$ cat config.mk
export PLATFORM = sky130hd
export DESIGN_NAME = serial_line_editor
export DESIGN_NICKNAME = d
export VERILOG_FILES = /design/src/rtl/core/sle_pkg.sv /design/src/rtl/core/sle_line_mem.sv /design/src/rtl/core/sle_seq.sv /design/src/rtl/core/serial_line_editor.sv
export SDC_FILE = /design/constraint.sdc
export NUM_CORES = 1
export LEC_CHECK = 0
export BUFFER_PORTS_ARGS = -buffer_cell sky130_fd_sc_hd__buf_2
export CAP_MARGIN = 20
export CELL_PAD_IN_SITES_DETAIL_PLACEMENT = 0
export CELL_PAD_IN_SITES_GLOBAL_PLACEMENT = 1
export CORE_MARGIN = 2
export CORE_UTILIZATION = 52
export DETAILED_ROUTE_END_ITERATION = 8
export MAX_ROUTING_LAYER = met4
export PLACE_DENSITY = 0.85
export SLEW_MARGIN = 20
export SYNTH_ARGS = -nofsm -noshare
export SYNTH_HDL_FRONTEND = slang
export SYNTH_HIERARCHICAL = 1
export SYNTH_SLANG_ARGS = --single-unit
$ cat constraint.sdc
create_clock -name clk -period 4.7 [get_ports clk]
set_input_delay 0.47 -clock clk [delete_from_list [all_inputs] [get_ports clk]]
set_output_delay 0.47 -clock clk [all_outputs]
set_load 0.01 [all_outputs]
$ cat src/rtl/core/sle_pkg.sv
// shared types and constants for the serial line editor
// no dependencies
package sle_pkg;

  localparam int LINE_LEN_DEF = 16;

  localparam logic [7:0] CH_BEL = 8'h07;
  localparam logic [7:0] CH_BS  = 8'h08;
  localparam logic [7:0] CH_TAB = 8'h09;
  localparam logic [7:0] CH_LF  = 8'h0a;
  localparam logic [7:0] CH_CR  = 8'h0d;
  localparam logic [7:0] CH_SP  = 8'h20;
  localparam logic [7:0] CH_TILDE = 8'h7e;
  localparam logic [7:0] CH_DEL = 8'h7f;
  localparam logic [7:0] CH_NBSP = 8'ha0;
  localparam logic [7:0] CTRL_C = 8'h03;
  localparam logic [7:0] CTRL_R = 8'h12;
  localparam logic [7:0] CTRL_U = 8'h15;
  localparam logic [7:0] CTRL_W = 8'h17;

  localparam logic [1:0] KIND_ECHO   = 2'd0;
  localparam logic [1:0] KIND_LINE   = 2'd1;
  localparam logic [1:0] KIND_STATUS = 2'd2;

  localparam logic [1:0] STAT_FRAME   = 2'd0;
  localparam logic [1:0] STAT_OVERRUN = 2'd1;
  localparam logic [1:0] STAT_INTR    = 2'd2;

  typedef struct packed {
    logic       last;
    logic [1:0] status_code;
    logic [1:0] out_kind;
    logic [7:0] out_byte;
  } res_t;

endpackage

$ cat src/rtl/core/sle_line_mem.sv
// line store: one write port, one read port with registered read data
// depends on sle_pkg for its default length
module sle_line_mem #(
  parameter int LINE_LEN = sle_pkg::LINE_LEN_DEF,
  localparam int AW = $clog2(LINE_LEN)
) (
  input  logic          clk,
  input  logic          we,
  input  logic [AW-1:0] waddr,
  input  logic [7:0]    wdata,
  input  logic [AW-1:0] raddr,
  output logic [7:0]    rdata
);

  logic [7:0] mem [LINE_LEN];
  logic [7:0] rdata_r;

  always_ff @(posedge clk) begin
    if (we) begin
      mem[waddr] <= wdata;
    end
    rdata_r <= mem[raddr];
  end

  assign rdata = rdata_r;

endmodule

$ cat src/rtl/core/sle_seq.sv
// editing sequencer: decodes a request, walks the line store, fills
// an output register, one result a cycle when free; uses sle_pkg
module sle_seq #(
  parameter int LINE_LEN = sle_pkg::LINE_LEN_DEF,
  localparam int AW = $clog2(LINE_LEN)
) (
  input  logic          clk,
  input  logic          rst_n,
  input  logic          in_valid,
  output logic          in_ready,
  input  logic [7:0]    in_byte,
  input  logic          in_fe,
  input  logic          in_ov,
  output logic          mem_we,
  output logic [AW-1:0] mem_waddr,
  output logic [7:0]    mem_wdata,
  output logic [AW-1:0] mem_raddr,
  input  logic [7:0]    mem_rdata,
  output logic          res_valid,
  input  logic          res_ready,
  output sle_pkg::res_t res
);
  import sle_pkg::*;

  localparam logic [2:0] S_IDLE  = 3'd0;
  localparam logic [2:0] S_ONE   = 3'd1;
  localparam logic [2:0] S_CRLF  = 3'd2;
  localparam logic [2:0] S_LINE  = 3'd3;
  localparam logic [2:0] S_WCHK  = 3'd4;
  localparam logic [2:0] S_ERASE = 3'd5;

  localparam logic [2:0] OP_ERASE1   = 3'd0;
  localparam logic [2:0] OP_ERASEALL = 3'd1;
  localparam logic [2:0] OP_WERASE   = 3'd2;
  localparam logic [2:0] OP_NEWLINE  = 3'd3;
  localparam logic [2:0] OP_REPRINT  = 3'd4;

  localparam logic [AW-1:0] FILL_MAX = AW'(LINE_LEN - 1);
  localparam logic [AW-1:0] ONE_A = AW'(1);
  localparam logic [AW-1:0] TWO_A = AW'(2);

  logic [2:0]    state_r, state_nxt;
  logic [2:0]    op_r, op_nxt;
  logic [1:0]    sub_r, sub_nxt;
  logic [AW-1:0] idx_r, idx_nxt;
  logic [AW-1:0] fill_r, fill_nxt;
  logic [7:0]    byte_r, byte_nxt;
  logic [1:0]    kind_r, kind_nxt;
  logic [1:0]    code_r, code_nxt;
  logic          ov_r;
  res_t          res_r;

  logic          slot_free;
  logic          accept;
  logic          emit;
  res_t          item;
  logic [7:0]    c;
  logic          printable;
  logic          fin;

  assign slot_free = !ov_r || res_ready;
  assign in_ready  = (state_r == S_IDLE);
  assign accept    = in_valid && in_ready;

  always_comb begin
    c = in_byte;
    if (in_byte == CH_CR) begin
      c = CH_LF;
    end else if (in_byte == CH_TAB) begin
      c = CH_SP;
    end
  end

  assign printable = (c >= CH_SP && c <= CH_TILDE) || c >= CH_NBSP;
  assign mem_waddr = fill_r;
  assign mem_wdata = c;

  always_comb begin
    state_nxt = state_r;
    op_nxt    = op_r;
    sub_nxt   = sub_r;
    idx_nxt   = idx_r;
    fill_nxt  = fill_r;
    byte_nxt  = byte_r;
    kind_nxt  = kind_r;
    code_nxt  = code_r;
    mem_we    = 1'b0;
    emit      = 1'b0;
    item      = '0;
    fin       = 1'b0;
    case (state_r)
      S_IDLE: begin
        if (accept) begin
          if (in_fe || in_ov || c == CTRL_C) begin
            fill_nxt  = '0;
            byte_nxt  = '0;
            kind_nxt  = KIND_STATUS;
            code_nxt  = in_fe ? STAT_FRAME : (in_ov ? STAT_OVERRUN : STAT_INTR);
            state_nxt = S_ONE;
          end else if (c == CH_LF) begin
            op_nxt    = OP_NEWLINE;
            sub_nxt   = 2'd0;
            idx_nxt   = '0;
            state_nxt = S_CRLF;
          end else if (printable) begin
            kind_nxt = KIND_ECHO;
            code_nxt = '0;
            if (fill_r == FILL_MAX) begin
              byte_nxt = CH_BEL;
            end else begin
              mem_we   = 1'b1;
              byte_nxt = c;
              fill_nxt = fill_r + ONE_A;
            end
            state_nxt = S_ONE;
          end else if ((c == CH_BS || c == CH_DEL) && fill_r != '0) begin
            op_nxt    = OP_ERASE1;
            sub_nxt   = 2'd0;
            state_nxt = S_ERASE;
          end else if (c == CTRL_R) begin
            op_nxt    = OP_REPRINT;
            sub_nxt   = 2'd0;
            idx_nxt   = '0;
            state_nxt = S_CRLF;
          end else if (c == CTRL_U && fill_r != '0) begin
            op_nxt    = OP_ERASEALL;
            sub_nxt   = 2'd0;
            state_nxt = S_ERASE;
          end else if (c == CTRL_W && fill_r != '0) begin
            op_nxt    = OP_WERASE;
            sub_nxt   = 2'd0;
            state_nxt = S_WCHK;
          end
        end
      end
      S_ONE: begin
        if (slot_free) begin
          emit             = 1'b1;
          item.out_byte    = byte_r;
          item.out_kind    = kind_r;
          item.status_code = code_r;
          item.last        = 1'b1;
          state_nxt        = S_IDLE;
        end
      end
      S_CRLF: begin
        if (slot_free) begin
          emit          = 1'b1;
          item.out_kind = KIND_ECHO;
          if (sub_r == 2'd0) begin
            item.out_byte = CH_CR;
            if (op_r == OP_REPRINT) begin
              item.last = (fill_r == '0);
              state_nxt = (fill_r == '0) ? S_IDLE : S_LINE;
            end else begin
              sub_nxt = 2'd1;
            end
          end else begin
            item.out_byte = CH_LF;
            state_nxt     = S_LINE;
          end
        end
      end
      S_LINE: begin
        if (slot_free) begin
          emit = 1'b1;
          if (idx_r == fill_r) begin
            item.out_byte = CH_LF;
            item.out_kind = KIND_LINE;
            item.last     = 1'b1;
            fill_nxt      = '0;
            state_nxt     = S_IDLE;
          end else begin
            item.out_byte = mem_rdata;
            item.out_kind = (op_r == OP_NEWLINE) ? KIND_LINE : KIND_ECHO;
            item.last     = (op_r == OP_REPRINT) && (idx_r == fill_r - ONE_A);
            idx_nxt       = idx_r + ONE_A;
            if (item.last) begin
              state_nxt = S_IDLE;
            end
          end
        end
      end
      S_WCHK: begin
        state_nxt = (mem_rdata == CH_SP) ? S_IDLE : S_ERASE;
      end
      S_ERASE: begin
        if (slot_free) begin
          emit          = 1'b1;
          item.out_kind = KIND_ECHO;
          item.out_byte = (sub_r == 2'd1) ? CH_SP : CH_BS;
          if (sub_r != 2'd2) begin
            sub_nxt = sub_r + 2'd1;
          end else begin
            sub_nxt  = 2'd0;
            fill_nxt = fill_r - ONE_A;
            case (op_r)
              OP_ERASE1:   fin = 1'b1;
              OP_ERASEALL: fin = (fill_r == ONE_A);
              OP_WERASE:   fin = (fill_r == ONE_A) || (mem_rdata == CH_SP);
              default:     fin = 1'b1;
            endcase
            item.last = fin;
            if (fin) begin
              state_nxt = S_IDLE;
            end
          end
        end
      end
      default: begin
        state_nxt = S_IDLE;
      end
    endcase
  end

  // word erase looks at the character before the one being erased
  always_comb begin
    if (state_nxt == S_WCHK) begin
      mem_raddr = fill_r - ONE_A;
    end else if (op_nxt == OP_WERASE) begin
      mem_raddr = fill_r - TWO_A;
    end else begin
      mem_raddr = idx_nxt;
    end
  end

  always_ff @(posedge clk) begin
    if (!rst_n) begin
      state_r <= S_IDLE;
      fill_r  <= '0;
      ov_r    <= 1'b0;
    end else begin
      state_r <= state_nxt;
      fill_r  <= fill_nxt;
      if (emit) begin
        ov_r <= 1'b1;
      end else if (res_ready) begin
        ov_r <= 1'b0;
      end
    end
  end

  always_ff @(posedge clk) begin
    op_r   <= op_nxt;
    sub_r  <= sub_nxt;
    idx_r  <= idx_nxt;
    byte_r <= byte_nxt;
    kind_r <= kind_nxt;
    code_r <= code_nxt;
    if (emit) begin
      res_r <= item;
    end
  end

  assign res_valid = ov_r;
  assign res       = res_r;

endmodule

$ cat src/rtl/core/serial_line_editor.sv
// top level of the serial line editor: sequencer plus line store
// depends on sle_pkg, sle_line_mem and sle_seq
//
// Each received byte is taken, after which the block is busy until it has produced every
// result of that byte, one result per cycle while the output side takes them; a Ctrl-W
// first looks at the character before the cursor. A line of n characters emits in n + 3
// results; a full line erase gives three results per character, so the worst case is
// 3 * (LINE_LEN - 1) results, 45 at the default length. The line store has a single read
// port with registered read data and the sequencer reads it one entry ahead so that stored
// characters leave at one per cycle while the output side takes them. The output register
// lets the next byte be taken while the last result still waits.
module serial_line_editor #(
  parameter int LINE_LEN = sle_pkg::LINE_LEN_DEF,
  localparam int AW = $clog2(LINE_LEN)
) (
  input  logic       clk,
  input  logic       rst_n,
  input  logic       in_tvalid,
  output logic       in_tready,
  input  logic [7:0] in_tdata,   // rx_byte
  input  logic [1:0] in_tuser,   // frame_error, overrun
  output logic       out_tvalid,
  input  logic       out_tready,
  output logic [7:0] out_tdata,  // out_byte
  output logic [3:0] out_tuser,  // out_kind[1:0], status_code[1:0]
  output logic       out_tlast
);
  import sle_pkg::*;

  logic          mem_we;
  logic [AW-1:0] mem_waddr;
  logic [7:0]    mem_wdata;
  logic [AW-1:0] mem_raddr;
  logic [7:0]    mem_rdata;
  res_t          res;

  sle_seq #(.LINE_LEN(LINE_LEN)) u_seq (
    .clk       (clk),
    .rst_n     (rst_n),
    .in_valid  (in_tvalid),
    .in_ready  (in_tready),
    .in_byte   (in_tdata),
    .in_fe     (in_tuser[0]),
    .in_ov     (in_tuser[1]),
    .mem_we    (mem_we),
    .mem_waddr (mem_waddr),
    .mem_wdata (mem_wdata),
    .mem_raddr (mem_raddr),
    .mem_rdata (mem_rdata),
    .res_valid (out_tvalid),
    .res_ready (out_tready),
    .res       (res)
  );

  sle_line_mem #(.LINE_LEN(LINE_LEN)) u_mem (
    .clk   (clk),
    .we    (mem_we),
    .waddr (mem_waddr),
    .wdata (mem_wdata),
    .raddr (mem_raddr),
    .rdata (mem_rdata)
  );

  assign out_tdata = res.out_byte;
  assign out_tuser = {res.status_code, res.out_kind};
  assign out_tlast = res.last;

endmodule

==> results of run 1 <==
-- cell families (layout without fill, tap and decap cells) --
kind of cell    after synthesis  count (layout)  synth area share, %
flops                       177             177                 63.4
other cells                   0               1                    0
mux                          35              35                 10.0
buf+inv                      43              97                 2.71
fa+ha+maj                     8               8                 1.25
xor+xnor                      8               8                0.873
compound gates              101             101                 9.40
simple gates                180             180                 12.4
-- final timing paths --
check	end	slack (ns)	cells after the start
max	u_mem/rdata[6]	0.66	13
min	u_seq/code_r[0]	0.33	2
max reg2reg	u_mem/rdata[6]	0.66	13
min reg2reg	u_seq/res[10]	0.52	1
-- per-layer routing --
metal,vias up,part of all wire [%]
met5,-,0
met4,0,4.4
met3,60,7.5
met2,267,50
met1,2523,38
li1,2254,-
-- final cells by class --
type,instances,area (µm²)
diodes,1,2.50
clock buffers,19,443
clock inverters,13,148
fillers,1151,6120
inverters,15,56.3
multi-input cells,332,2730
flip-flops and latches,177,5080
well taps,188,235
repair buffers,50,330
-- power breakdown --
| group | internal [mW] | switching [mW] |
|---|---|---|
| clock | 0.807 | 0.596 |
| combinational | 0.0680 | 0.116 |
| sequential | 1.73 | 0.00976 |
| total | 2.60 | 0.721 |
-- through the flow --
| stage | hold slack (ns) | cells | instance area [µm²] | setup slack, ns | util, % |
|---|---|---|---|---|---|
| floorplan | 0.476 | 552 | 8020 | 1.13 | - |
| CTS | 0.319 | 794 | 9020 | 0.661 | 59.6 |
| detailed placement | 0.508 | 762 | 8430 | 0.540 | 55.7 |
| global placement | 0.505 | 762 | 8430 | 0.618 | 55.7 |
| global route | 0.327 | 795 | 9030 | 0.461 | 59.6 |
| finish | 0.332 | 795 | 9030 | 0.663 | 59.6 |
-- registers in the layout, summed over array words and instances, names as in the netlist --
signal,flops
u_mem/mem,128
u_seq/kind_r,1
u_seq/op_r,3
u_seq/res_valid,1
u_seq/state_r,3
u_seq/code_r,2
u_seq/sub_r,2
u_seq/mem_waddr,4
u_seq/idx_r,4
u_seq/res,13
u_mem/rdata,8
u_seq/byte_r,8
-- placed cells by master, fill, tap and decap left out, types with 3 or more instances in the layout --
cell type	count
edfxtp_1	154
mux4_1	14
clkbuf_16	17
nand3b_1	5
a21o_1	4
a22oi_1	17
clkinvlp_4	3
buf_4	20
nand4_1	10
and3_1	11
a211oi_1	4
a221o_1	3
buf_2	28
nand2_1	39
a22o_1	3
dfxtp_1	23
and2_1	11
ha_1	8
a21boi_0	3
nor2_1	41
nand3_1	6
a41oi_1	3
o21ai_0	13
nor3_1	10
mux4_2	18
nor2b_1	11
a31oi_1	8
a21oi_1	20
o211ai_1	3
xnor2_1	7
nand2b_1	8
inv_6	4
inv_1	14
-- critical path, stage by stage (launching register included) --
cell and delay, ns:
dfxtp_1 0.31, inv_1 0.15, ha_1 0.18, or3b_1 0.53, nand4_1 0.26, nor2_1 0.08
nand3b_1 0.24, a221oi_4 0.48, nand4_1 0.15, o211ai_1 0.18, buf_12 0.29, mux4_2 0.55
a22oi_1 0.37, nand2_1 0.10
-- Yosys cell counts, types with 13 or more instances --
master    count
mux4_1       14
a22oi_1      17
inv_1        14
nand2_1      39
nor2_1       41
edfxtp_1    154
mux4_2       18
clkbuf_1     14
a21oi_1      20
dfxtp_1      23
o21ai_0      13
==> impl_metrics.csv, run 1 <==
group,metric,value,unit
worst_setup_path,worst_setup_path_end_kind,"flop",
sta,rsz0062_at_grt,"no",
die,die_x,128,µm
sta,slew_violations,0,
run_status,status,"finished, final reports clean",
sta,max_freq,248,MHz
logic_synthesis,syn_area,8020,µm²
sta,setup_tns,0,ns
worst_setup_path,crit_start,"u_seq/mem_waddr[1]",
drt,drt_iter0_markers,558,
grt,grt_pass1_wl,28300,µm
drt,ant_nets,0,
clock_network,cts_buffers,17,
logic_synthesis,yosysSeqAreaShare,63.4,%
drt,routed-via-count,5104,
logic_synthesis,syn_area_per_cell,14.5,µm²
grt,antenna_found_initial,1,
grt,grtUsageMet2,39.6,%
drt,dr.pass1.iters,8,
worst_setup_path,arrival,4.34,ns
cells_and_area,drive_above_1_share,19.6,%
die,dieArea,16400,µm²
logic_synthesis,synth_top_area_share,57.6,%
min_path,min_from,"in_tuser[0]",
grt,busiest_layer,"met2",
pwr,total_power,3.32,mW
drt,drt-total-wl,18700,µm
sta,fin_crit_sh,85.9,%
sta,slew-limit-headroom,33.1,%
clock_network,numClockSinks,177,
placement,hpwlAfterDp,12600,µm
grt,grt_start_max_net_pins,33,
clock_network,path_clk_slew,0.06,ns
logic_synthesis,ys_async_sr_fraction,0,%
clock_network,cts_tree,"done",
worst_setup_path,crit_path_max_fanout,32,
logic_synthesis,yosysWarnings,6,
logic_synthesis,synth_flop_cell,"edfxtp_1",
clock_network,cts_buffer_depth,2,
run,drv_cap,0,
logic_synthesis,syn_inst,552,
min_path,hold_path_class,"primary input to flop",
die,io_pins,29,
clock_network,cts_setup_buffers,0,
sta,setup_viol,0,
die,rows,45,
logic_synthesis,synth_nets,574,
worst_setup_path,critPathRequiredTime,5.00,ns
pwr,vdd_drop_max,0.263,mV
clock_network,cts.repair.resized,0,
clock_network,insertion_delay,0.43,ns
clock_network,cts_root_buffer,"clkbuf_16",
clock_network,ctsHoldBuffers,0,
logic_synthesis,yosysTopAreaCell,"edfxtp_1",
die,die_height,128,µm
placement,port_buffers,28,
grt,met1_usage,28.6,%
pwr,total_leakage_power,3.14,nW
logic_synthesis,synth.distinct_cells,78,
worst_setup_path,critPathLaunchType,"flop",
cells_and_area,synthToLayoutAreaGrowth,12.5,%
sta,tightestPinTransition,1.00,ns
grt,grt-ovfl-total,0,
drt,route.detailed.drc,0,
pwr,pwr_density_cell,368,nW/µm²
sta,hold_viol,0,
grt,track_usage,24.6,%
grt,grt_use_met3,6.30,%
worst_setup_path,critical_path_class,"flop to flop",
logic_synthesis,synth_edf_count,154,
die,core,15100,µm²
sta,finClkSkew,0.00660,ns
logic_synthesis,ys_seq_elements,177,
cells_and_area,nets,615,
drt,routedWlPerCell,23.6,µm
die,start_util,53.0,%
logic_synthesis,synth.area.top_cells,"edfxtp_1 58%, dfxtp_1 5.7%, mux4_2 5.1%",
placement,place_congestion,1.02,
drt,vias_per_cell,6.42,
grt,grt_pass1_vias,5009,
sta,fin_crit,4.04,ns
worst_setup_path,r2r_start,"u_seq/mem_waddr[1]",
clock_network,htree_levels,4,
Note: power is estimated with default switching activity, not from simulation.
==> inputs of run 2 (changes only) <==
--- a/config.mk
+++ b/config.mk
@@ -9,8 +9,10 @@
 export CAP_MARGIN = 20
 export CELL_PAD_IN_SITES_DETAIL_PLACEMENT = 0
 export CELL_PAD_IN_SITES_GLOBAL_PLACEMENT = 1
+export CORE_ASPECT_RATIO = 0.6
 export CORE_MARGIN = 2
 export CORE_UTILIZATION = 52
+export CTS_BUF_LIST = sky130_fd_sc_hd__clkbuf_16
 export DETAILED_ROUTE_END_ITERATION = 8
 export MAX_ROUTING_LAYER = met4
 export PLACE_DENSITY = 0.85
==> impl_metrics.csv, run 2 (synthesis gave the netlist of run 1 again) <==
group,metric,value,unit
run,drv_cap,0,
sta,fin_crit_sh,87.7,%
worst_setup_path,crit_path_top_delay_cell,"mux4_1",
sta,finalWorstSetupSlack,0.580,ns
grt,track_usage,25.9,%
clock_network,cts_buffers,17,
cells_and_area,final_common_cell,"edfxtp_1",
clock_network,ctsHoldBuffers,0,
run_status,status,"finished, final reports clean",
cells_and_area,finalNonFillerCells,811,
pwr,p_int,2.50,mW
sta,slew-limit-headroom,24.7,%
grt,grt-ovfl-total,0,
pwr,total_leakage_power,3.14,nW
die,start_util,52.8,%
sta,setup_tns,0,ns
drt,routedWlPerCell,24.6,µm
die,rows,35,
die,die_x,164,µm
pwr,total_power,3.28,mW
drt,routed-via-count,5207,
grt,grt_start_max_net_pins,31,
worst_setup_path,critPathRequiredTime,5.01,ns
grt,grt_pass1_vias,4755,
sta,setup_viol,0,
pwr,swShare,23.9,%
pwr,p_clk_share,41.2,%
worst_setup_path,cpMostUsedCell,"nand4_1",
worst_setup_path,cpPeakStageDelay,0.62,ns
drt,vias_per_cell,6.42,
grt,antenna_found_initial,0,
drt,dr.pass1.iters,5,
die,core,15200,µm²
cells_and_area,synthToLayoutAreaGrowth,12.7,%
cells_and_area,antennaDiodeCount,0,
placement,dp_slack,0.491,ns
sta,fin_crit,4.12,ns
pwr,seq_power_share,52.9,%
clock_network,cts_root_buffer,"clkbuf_16",
cells_and_area,regMostFlops,"u_mem/mem",
placement,hpwlAfterDp,14000,µm
worst_setup_path,critPathLaunchType,"flop",
placement,port_buffers,28,
worst_setup_path,critical_path_class,"flop to flop",
clock_network,cts_setup_buffers,0,
sta,finClkSkew,0.0168,ns
clock_network,path_clk_slew,0.07,ns
cells_and_area,largest_reg_flops,128,
worst_setup_path,worst_setup_path_end_kind,"flop",
pwr,p_switching,783,µW
pwr,vdd_drop_max,0.228,mV
clock_network,cts_tree,"done",
sta,hold_viol,0,
cells_and_area,drive_above_1_share,20.2,%
placement,place_inst,779,
worst_setup_path,path_cells,"inv_1 -> ha_1 -> or3b_1 -> nand4_1 -> nor2_1 -> nand3b_1 -> a221oi_4 -> nand4_1 -> o211ai_1 -> buf_4 -> mux4_1 -> a22oi_1 -> nand2_1",
pwr,pwr_density_cell,363,nW/µm²
cells_and_area,nets,617,
grt,grt_pass1_wl,29400,µm
sta,tightestPinTransition,1.13,ns
worst_setup_path,crit_path_max_fanout,9,
sta,whs,0.317,ns
drt,ant_nets,0,
drt,route.detailed.drc,0,
clock_network,numClockSinks,177,
min_path,hold_path_class,"primary input to flop",
cells_and_area,mostFrequentLayoutCells,"154 x edfxtp_1, 41 x nor2_1, 39 x nand2_1",
pwr,comb_power_share,5.9,%
sta,slew_violations,0,
die,dieArea,16500,µm²
drt,drt_iter0_markers,620,
die,io_pins,29,
clock_network,insertion_delay,0.43,ns
worst_setup_path,arrival,4.43,ns
clock_network,htree_levels,4,
clock_network,cts.repair.resized,0,
sta,rsz0062_at_grt,"no",
clock_network,cts_buffer_depth,2,
placement,place_congestion,1.02,
drt,drt-total-wl,20000,µm
die,die_height,100,µm
sta,max_freq,243,MHz
[run 2: power groups by stage]
stage	combinational (mW)	sequential [mW]	clock, mW
4_1_cts	0.190	1.74	1.37
6_report	0.194	1.74	1.35
3_3_place_gp	0.184	1.77	0
3_5_place_dp	0.189	1.77	0
2_1_floorplan	0.123	1.77	0
5_1_grt	0.208	1.74	1.43
[run 2: per-stage QoR]
step / utilization (%) / cell area (µm²)
after floorplan: - / 8020
after global placement: 55.7 / 8470
after global routing: 59.5 / 9040
after detailed placement: 55.7 / 8470
after CTS: 59.5 / 9040
final: 59.5 / 9040
[run 2: layout make-up]
| type | count | area [µm²] |
|---|---|---|
| inverter | 15 | 56.3 |
| clock inverter | 15 | 150 |
| tap | 203 | 254 |
| clock buffer | 17 | 425 |
| sequential | 177 | 5080 |
| timing repair buffer | 52 | 345 |
| multi-input combinational | 332 | 2730 |
| fill | 1101 | 6150 |
[run 2: metal layers]
metal | GRT usage (%) | part of all wire (%) | up-vias
met5 | - | 0 | -
met4 | 4.99 | 1.1 | 0
met3 | 9.42 | 14 | 26
met2 | 34.3 | 41 | 363
met1 | 38.4 | 44 | 2554
li1 | - | - | 2264
[run 2: worst paths after layout]
| check | startpoint | end | slack [ns] | cells past startpoint |
|---|---|---|---|---|
| setup / recovery | u_seq/mem_waddr[1] | u_mem/rdata[3] | 0.58 | 13 |
| hold reg to reg | u_seq/code_r[1] | u_seq/res[11] | 0.52 | 1 |
| setup reg to reg | u_seq/mem_waddr[1] | u_mem/rdata[3] | 0.58 | 13 |
| hold / removal | in_tuser[0] | u_seq/code_r[0] | 0.32 | 2 |
[run 2: critical path, delay by kind of cell (launching register included)]
family	cells	cell delay, ns
compound gates	3	1.08
mux	1	0.62
simple gates	6	1.36
flops	1	0.31
fa+ha+maj	1	0.17
buf+inv	2	0.46
